## src/hdl/q24_alu_pkg.sv

```systemverilog
package q24_alu_pkg;

  localparam int unsigned FractionBitsDefault = 8;
  localparam int unsigned WordBitsDefault     = 32;
  localparam int unsigned ActionBits          = 4;
  localparam int unsigned QueueDepth          = 2;

  typedef enum logic [ActionBits-1:0] {
    ACT_ADD      = 4'd0,
    ACT_SUB      = 4'd1,
    ACT_MUL      = 4'd2,
    ACT_DIV      = 4'd3,
    ACT_MIN      = 4'd4,
    ACT_MAX      = 4'd5,
    ACT_CMP      = 4'd6,
    ACT_INC      = 4'd7,
    ACT_DEC      = 4'd8,
    ACT_FROM_INT = 4'd9,
    ACT_TO_INT   = 4'd10
  } action_e;

  // Operation class picked by the front end.
  typedef enum logic [1:0] {
    CLS_SIMPLE = 2'd0,
    CLS_MUL    = 2'd1,
    CLS_DIV    = 2'd2
  } class_e;

  typedef struct packed {
    logic greater;
    logic less;
    logic equal;
  } cmp_flags_t;

endpackage

```

## src/hdl/q24_alu_front.sv

```systemverilog
module q24_alu_front #(
  parameter int unsigned WordBits     = q24_alu_pkg::WordBitsDefault,
  parameter int unsigned FractionBits = q24_alu_pkg::FractionBitsDefault
) (
  input  logic                                   clk_i,
  input  logic                                   rst_ni,
  input  logic                                   in_valid_i,
  output logic                                   in_stall_o,
  input  logic [q24_alu_pkg::ActionBits-1:0]     action_i,
  input  logic signed [WordBits-1:0]             operand_a_i,
  input  logic signed [WordBits-1:0]             operand_b_i,
  output logic                                   q_valid_o,
  input  logic                                   q_stall_i,
  output q24_alu_pkg::class_e                    q_class_o,
  output logic signed [WordBits-1:0]             q_a_o,
  output logic signed [WordBits-1:0]             q_b_o,
  output q24_alu_pkg::cmp_flags_t                q_flags_o,
  output logic [WordBits-1:0]                    q_simple_o,
  output logic                                   q_sat_o
);

  localparam int unsigned Depth = q24_alu_pkg::QueueDepth;
  localparam int unsigned PtrW  = $clog2(Depth);
  localparam int unsigned W     = WordBits;
  localparam logic [W-1:0] MaxPos = {1'b0, {(W-1){1'b1}}};
  localparam logic [W-1:0] MinNeg = {1'b1, {(W-1){1'b0}}};

  typedef struct packed {
    q24_alu_pkg::class_e                cls;
    logic [W-1:0]                       a;
    logic [W-1:0]                       b;
    q24_alu_pkg::cmp_flags_t            flags;
    logic [W-1:0]                       simple;
    logic                               sat;
  } entry_t;

  entry_t              ent_d;
  entry_t              mem_q [Depth];
  logic [PtrW-1:0]     wr_q, rd_q;
  logic [PtrW:0]       cnt_q;
  logic                push, pop;

  // Classify and compute the simple actions.
  always_comb begin
    logic [W:0] sum;
    logic [W:0] dif;
    logic       ovf;
    logic       a_neg;
    ent_d        = '0;
    ent_d.a      = operand_a_i;
    ent_d.b      = operand_b_i;
    ent_d.cls    = q24_alu_pkg::CLS_SIMPLE;
    ent_d.flags.greater = operand_a_i > operand_b_i;
    ent_d.flags.less    = operand_a_i < operand_b_i;
    ent_d.flags.equal   = operand_a_i == operand_b_i;
    sum   = {operand_a_i[W-1], operand_a_i} + {operand_b_i[W-1], operand_b_i};
    dif   = {operand_a_i[W-1], operand_a_i} - {operand_b_i[W-1], operand_b_i};
    a_neg = operand_a_i[W-1];
    ovf   = 1'b0;
    unique case (action_i)
      q24_alu_pkg::ACT_ADD: begin
        if (sum[W] != sum[W-1]) begin
          ent_d.sat = 1'b1;
          ent_d.simple = a_neg ? MinNeg : MaxPos;
        end else begin
          ent_d.simple = sum[W-1:0];
        end
      end
      q24_alu_pkg::ACT_SUB: begin
        if (dif[W] != dif[W-1]) begin
          ent_d.sat = 1'b1;
          ent_d.simple = a_neg ? MinNeg : MaxPos;
        end else begin
          ent_d.simple = dif[W-1:0];
        end
      end
      q24_alu_pkg::ACT_MUL: ent_d.cls = q24_alu_pkg::CLS_MUL;
      q24_alu_pkg::ACT_DIV: ent_d.cls = q24_alu_pkg::CLS_DIV;
      q24_alu_pkg::ACT_MIN:
        ent_d.simple = ent_d.flags.greater ? operand_b_i : operand_a_i;
      q24_alu_pkg::ACT_MAX:
        ent_d.simple = ent_d.flags.greater ? operand_a_i : operand_b_i;
      q24_alu_pkg::ACT_INC: begin
        ent_d.sat    = operand_a_i == MaxPos;
        ent_d.simple = ent_d.sat ? MaxPos : operand_a_i + 1'b1;
      end
      q24_alu_pkg::ACT_DEC: begin
        ent_d.sat    = operand_a_i == MinNeg;
        ent_d.simple = ent_d.sat ? MinNeg : operand_a_i - 1'b1;
      end
      q24_alu_pkg::ACT_FROM_INT: begin
        // Top FractionBits+1 bits must all match the sign.
        ovf = (operand_a_i[W-1 -: FractionBits+1] != {(FractionBits+1){1'b0}}) &&
              (operand_a_i[W-1 -: FractionBits+1] != {(FractionBits+1){1'b1}});
        ent_d.sat    = ovf;
        ent_d.simple = ovf ? (a_neg ? MinNeg : MaxPos) : (operand_a_i <<< FractionBits);
      end
      q24_alu_pkg::ACT_TO_INT: ent_d.simple = operand_a_i >>> FractionBits;
      default: ent_d.simple = '0;
    endcase
  end

  assign in_stall_o = (cnt_q == (PtrW+1)'(Depth));
  assign push       = in_valid_i && !in_stall_o;
  assign q_valid_o  = (cnt_q != '0);
  assign pop        = q_valid_o && !q_stall_i;

  always_ff @(posedge clk_i or negedge rst_ni) begin
    if (!rst_ni) begin
      wr_q  <= '0;
      rd_q  <= '0;
      cnt_q <= '0;
    end else begin
      if (push) wr_q <= wr_q + 1'b1;
      if (pop)  rd_q <= rd_q + 1'b1;
      cnt_q <= cnt_q + (PtrW+1)'(push) - (PtrW+1)'(pop);
    end
  end

  always_ff @(posedge clk_i) begin
    if (push) mem_q[wr_q] <= ent_d;
  end

  assign q_class_o  = mem_q[rd_q].cls;
  assign q_a_o      = mem_q[rd_q].a;
  assign q_b_o      = mem_q[rd_q].b;
  assign q_flags_o  = mem_q[rd_q].flags;
  assign q_simple_o = mem_q[rd_q].simple;
  assign q_sat_o    = mem_q[rd_q].sat;

endmodule

```

## config.mk

```make
export PLATFORM = sky130hd
export DESIGN_NAME = q24_alu_front
export DESIGN_NICKNAME = d
export VERILOG_FILES = /design/src/hdl/q24_alu_pkg.sv /design/src/hdl/q24_alu_front.sv
export SDC_FILE = /design/constraint.sdc
export NUM_CORES = 1
export LEC_CHECK = 0
export BUFFER_PORTS_ARGS = -buffer_cell sky130_fd_sc_hd__buf_4
export CORE_ASPECT_RATIO = 1.2
export CORE_UTILIZATION = 40
export DETAILED_ROUTE_END_ITERATION = 16
export MAX_ROUTING_LAYER = met4
export PLACE_DENSITY = 0.59
export SLEW_MARGIN = 20
export SYNTH_ARGS = -nofsm -noshare
export SYNTH_HDL_FRONTEND = slang
export SYNTH_SLANG_ARGS = --single-unit
```

## constraint.sdc

```tcl
create_clock -name clk_i -period 9.05 [get_ports clk_i]
set_input_delay 2.2625 -clock clk_i [delete_from_list [all_inputs] [get_ports clk_i]]
set_output_delay 2.2625 -clock clk_i [all_outputs]
set_load 0.1 [all_outputs]
```

==> results of run 1 <==
[power breakdown]
group | internal [mW] | leakage, nW | switching (mW)
Sequential | 1.34 | 1.96 | 0.0904
Clock | 0.521 | 0.350 | 0.377
Combinational | 0.682 | 4.04 | 2.27
Total | 2.54 | 6.34 | 2.74
[flip-flops by register name (all words and copies together) (netlist names)]
signal / flops
cnt_q: 2
mem_q: 204
wr_q: 1
rd_q: 1
[cell usage after synthesis (all sizes together) (37+ instances only)]
master  instances
edfxtp        204
o21ai         131
nor2          113
mux2          102
a21oi          98
nand2          89
inv            78
ha             69
clkbuf         66
xnor2          60
nand3          39
nand4          37
nor3           37
[metal layers]
metal  part of all wire  vias to the layer above  track usage
met2               0.49                      562        0.470
met4              0.053                        0        0.145
li1                   -                     5777            -
met1               0.39                     6138        0.338
met5                  0                        -            -
met3              0.059                      138       0.0268
[kinds of logic after synthesis]
family,count (synthesis)
AND/OR/NAND/NOR,427
AO/OA/AOI/OAI,402
flip-flops,208
buffers and inverters,180
multiplexers,108
XOR/XNOR,88
adder cells (fa/ha/maj),72
[path summary, 6_finish.rpt]
| check | startpoint | slack, ps | cells past startpoint | end |
|---|---|---|---|---|
| max in group asynchronous | rst_ni | 7390 | 1 | rd_q |
| worst min-delay path | cnt_q[1] | 500 | 1 | cnt_q[1] |
| worst max-delay path | operand_a_i[14] | 2960 | 12 | mem_q[1][23] |
| min in group asynchronous | rst_ni | 1530 | 1 | wr_q |
| worst min register to register | cnt_q[1] | 500 | 1 | cnt_q[1] |
| worst max register to register | cnt_q[1] | 6540 | 5 | mem_q[0][2] |
[through the flow]
| stage | std cells | cell area (um2) | utilization | setup slack, ps |
|---|---|---|---|---|
| 3_3_place_gp | 2039 | 16300 | 0.452 | 2590 |
| 6_report | 2079 | 17000 | 0.471 | 2960 |
| 3_5_place_dp | 2039 | 16300 | 0.452 | 2550 |
| 2_1_floorplan | 1485 | 14700 | - | 1880 |
| 5_1_grt | 2079 | 17000 | 0.471 | 2810 |
| 4_1_cts | 2079 | 17000 | 0.471 | 3090 |
[worst register-to-register path, delay by kind of cell (launching register included)]
kind / cells / cell delay, ps
DFF: 1 / 400
and+or+nand+nor: 3 / 370
buffers and inverters: 2 / 1340
[final cells by class]
| type | instances | area, um2 |
|---|---|---|
| Clock buffer | 25 | 583 |
| Tap cell | 468 | 586 |
| Fill cell | 3435 | 19000 |
| Sequential cell | 208 | 6230 |
| Clock inverter | 15 | 128 |
| Inverter | 78 | 293 |
| Timing Repair Buffer | 188 | 1410 |
| Multi-Input combinational cell | 1097 | 7760 |
==> metrics, run 1 <==
Die Y=212 um; First-pass DRT Iterations=6; Post-Route Setup TNS=0 ps; delay-heaviest family, CP=compound AO/OA/AOI/OAI gates; clock sink count=208; Crit Path Category=input pin to flip-flop; # H-tree levels=1; Hold Vio Cnt, Final=0; xor and xnor area share after synthesis=0.0530; Core Area=0.0360 mm2; Clock transition at path regs=60 ps; Clock Path Buffers=3; register area share after synthesis=0.424; MaxCap Viol Count=0; Synth Area in Compound Gates=0.179; Final Slew Violations=0; Die ar.=0.0375 mm2; die width=177 um; Area contributors post-synth=edfxtp_1 (42%), mux2_2 (7.8%), ha_1 (5.9%); GRT Total Usage=0.282; Worst Clk Skew=26.9 ps; Antenna diodes=0; worst endpoint data arrival time=6440 ps; num rows=76; crit path buf inv count=2; Vias/cell=6.07; share of cells above drive strength 1=0.224; RSZ-0062 raised after global routing=false; CP max-delay cell=a21boi_4; Port Buffer Count=175; Worst Path Required=9400 ps; hpwl dp=37800 um; FMAX=164 MHz; most common cell after layout, fill and taps aside=edfxtp_1; setup violators final=0; crit end category=flip-flop; Hold Path Class=flip-flop to flip-flop; simple-gate share of the synthesized area=0.148; worst slew pin tran=1120 ps; multiplexer share of the synthesized area=0.0823; Top Ports=176; main combinational cell family by area after synthesis=compound AO/OA/AOI/OAI gates; nets@finish=1739; worst path cell trace=buf_4 -> ha_1 -> inv_1 -> a2111oi_0 -> nand4bb_1 -> o211ai_1 -> nand2_1 -> a221o_2 -> xnor2_4 -> a21boi_4 -> o21ai_0 -> o2111ai_1; vias in the first global route=12.5k; Avg Inst Size Synth=9.89 um2; most frequent cells in the layout=edfxtp_1 (204), buf_4 (188), o21ai_0 (126); Vias=12.6k; max incr delay on CP=790 ps; DR WL/cell=24.8 um; Synth cell types=89; register bit count reported by yosys=208; Overflow after GRT=0; hold bufs inserted after CTS=0; period utilisation layout=0.673; first-iteration detailed-routing DRC count=1249; CTS tree=yes; crit-path max FO=26; antenna violations before repair=0; CTS resizes=0; Starting Density=0.408; global placer's final weighted congestion=1.00; WHS=497 ps; Synth area leader=edfxtp_1; Gate Count Post-Synth=1485; Leak=6.34 nW; ys async rst share=0.0192; Worst slew margin=0.250; DRC viols=0; post-CTS repair timing setup buffer count=0; startpoint types=input pin; ANT nets after route=0; Post-Route WL=51600 um; largest net degree at the start of global routing=58; status=finished, final reports clean; most common flop cell mapped by yosys=edfxtp_1; first-pass GRT wire length=77100 um; CTS Buf Count=23; Synth Warn #=0; PnR Total Power=5.28 mW; Synth Area in Adders=0.0622; Peak VDD IR=264 uV; PwrDens=310 mW/mm2; Clk Latency, worst-skew pair=530 ps; area share of the largest cell type after synthesis=0.417; syn nets=1628; min cycle time layout=6090 ps; Clock Tree Root=clkbuf_16; P&R area growth vs syn=15.7%; Post-synth EDFFs=204; Cell Area, Synth=0.0147 mm2
Note: power is estimated with default switching activity, not from simulation.
==> run 2, diff against run 1 <==
==> constraint.sdc (replaced) <==
create_clock -name clk_i -period 5.75 [get_ports clk_i]
set_input_delay 1.4375 -clock clk_i [delete_from_list [all_inputs] [get_ports clk_i]]
set_output_delay 1.4375 -clock clk_i [all_outputs]
set_load 0.1 [all_outputs]
==> metrics, run 2 (synthesis results as in run 1) <==
Hold Path Depth=1 (unchanged); largest net degree at the start of global routing=54 (was 58); first-pass GRT wire length=80400 um (was 77100 um); WHS=508 ps (was 497 ps); min cycle time layout=5240 ps; period utilisation layout=0.912; ANT nets after route=0 (unchanged); worst slew pin tran=1100 ps (was 1120 ps); final design utilization=0.483 (was 0.471); DR WL/cell=25.5 um (was 24.8 um); die width=177 um (unchanged); pre-CTS setup slack=109 ps (was 2550 ps); flop-to-flop setup slack=3780 ps (was 6540 ps); CTS Buf Count=22 (was 23); Leak=6.62 nW (was 6.34 nW); Worst slew margin=0.264 (was 0.250); status=finished, final reports clean (unchanged); crit-path max FO=12 (was 26); CTS tree=yes (unchanged); Starting Density=0.408 (unchanged); Vias/cell=6.07 (about the same); CTS resizes=0 (unchanged); worst reg2reg startpoint=cnt_q[1] (unchanged); P&R area growth vs syn=18.6% (was 15.7%); Hold Vio Cnt, Final=0 (unchanged); antenna violations before repair=0 (unchanged); Clock transition at path regs=60 ps (about the same); most common cell after layout, fill and taps aside=buf_4 (was edfxtp_1); First-pass DRT Iterations=6 (unchanged); GRT Total Usage=0.297 (was 0.282); DRC viols=0 (unchanged); Port Buffer Count=175 (unchanged); # H-tree levels=1 (unchanged); nets@finish=1792 (was 1739); Hold Path Class=flip-flop to flip-flop (unchanged); vias in the first global route=12.9k (was 12.5k); post-CTS repair timing setup buffer count=0 (unchanged); hold bufs inserted after CTS=0 (unchanged); Die Y=212 um (unchanged); Reg with most FFs=mem_q (unchanged); Worst Path Required=5990 ps (was 9400 ps); PnR Total Power=8.38 mW (was 5.28 mW); Clk Latency, worst-skew pair=530 ps (about the same); worst path cell trace=buf_4 -> buf_4 -> or3_1 -> nor4bb_1 -> nand2_1 -> nor3_1 -> nand2b_1 -> nor2_1 -> a211oi_1 -> o211ai_1 -> nor3_1 -> nand3_1 (was buf_4 -> ha_1 -> inv_1 -> a2111oi_0 -> nand4bb_1 -> o211ai_1 -> nand2_1 -> a221o_2 -> xnor2_4 -> a21boi_4 -> o21ai_0 -> o2111ai_1); Clock Tree Root=clkbuf_16 (unchanged); hold wc startpoint=cnt_q[1] (unchanged); worst endpoint data arrival time=5490 ps (was 6440 ps); startpoint types=input pin (unchanged); FMAX=191 MHz; Die ar.=0.0375 mm2 (unchanged); Post-Route Setup TNS=0 ps (unchanged); flip-flop count of the largest register after layout=204 (unchanged); Crit Path Category=input pin to flip-flop (unchanged); RSZ-0062 raised after global routing=false (unchanged); num rows=76 (unchanged); R2R Path End=mem_q[0][87] (was mem_q[0][2]); Final Slew Violations=0 (unchanged); setup violators final=0 (unchanged); first-iteration detailed-routing DRC count=1109 (was 1249); Vias=13.0k (was 12.6k); global placer's final weighted congestion=1.01 (was 1.00); crit end category=flip-flop (unchanged); CP max-delay cell=a211oi_1 (was a21boi_4); PwrDens=481 mW/mm2 (was 310 mW/mm2); share of cells above drive strength 1=0.249 (was 0.224); registers with the most flip-flops=mem_q (204), cnt_q (2) (unchanged); Core Area=0.0360 mm2 (unchanged); Top Ports=176 (unchanged); max incr delay on CP=600 ps (was 790 ps); most frequent cells in the layout=buf_4 (240), edfxtp_1 (204), o21ai_0 (126) (was edfxtp_1 (204), buf_4 (188), o21ai_0 (126)); FF-to-FF path depth=4 (was 5); clock sink count=208 (unchanged); Peak VDD IR=377 uV (was 264 uV); fillers=3480 (was 3435); hold endpoint=cnt_q[1] (unchanged); Worst Clk Skew=10.8 ps (was 26.9 ps); Post-Route WL=54400 um (was 51600 um); delay-heaviest family, CP=simple AND/OR/NAND/NOR gates (was compound AO/OA/AOI/OAI gates); Overflow after GRT=0 (unchanged); hpwl dp=41500 um (was 37800 um); Clock Path Buffers=3 (unchanged); MaxCap Viol Count=0 (unchanged); post-route setup slack=509 ps (was 2960 ps); crit path buf inv count=2 (unchanged)
run 2: cell types whose count changed in the layout (fill, tap and decap cells not counted), moves of 2 or more:
cell / before / now
buf_4: 188 / 240
buf_12: 0 / 2
clkinv_1: 7 / 3
clkbuf_1: 2 / 6
run 2: worst register-to-register path, delay by kind of cell, from the launching register on:
family / cells / cell delay [ps]
buf+inv: 1 / 550
flops: 1 / 400
simple gates: 3 / 600
run 2: layout make-up:
type	instances	area (um2)	share of cell area
well taps	468	586	0.0336
inverters	78	293	0.0168
repair buffers	242	1840	0.106
clock inverters	10	125	0.00718
diodes	1	2.50	0.000144
flip-flops and latches	208	6230	0.358
clock buffers	29	598	0.0343
multi-input cells	1097	7740	0.445
run 2: where the power goes:
part	internal, mW	leakage (nW)	switching [mW]	total, mW
combinational	1.12	4.31	3.57	4.69
clock	0.865	0.353	0.576	1.44
sequential	2.10	1.96	0.150	2.25
total	4.09	6.62	4.30	8.38
run 2: metal layers:
| metal | routed length (um) | track usage |
|---|---|---|
| met1 | 21400 | 0.350 |
| met4 | 2820 | 0.150 |
| met3 | 2890 | 0.0269 |
| met5 | 0 | - |
| met2 | 27300 | 0.504 |
run 2: stage by stage:
step                cell area (um2)  cells
global placement              16700   2093
finish                        17400   2133
global route                  17400   2132
detailed placement            16700   2093
floorplan                     14700   1485
CTS                           17400   2132
run 2: how the worst max path moves through the flow:
stage | from | endpoint | slack (ps) | cells past startpoint
finish | operand_a_i[10] | mem_q[1][20] | 510 | 12
global route | operand_a_i[10] | mem_q[0][20] | 310 | 12
CTS | operand_a_i[10] | mem_q[1][20] | 630 | 12
detailed placement | operand_a_i[10] | mem_q[1][20] | 110 | 12
global placement | operand_a_i[10] | mem_q[0][20] | 30 | 12
floorplan | operand_a_i[0] | mem_q[0][31] | 970 | 15
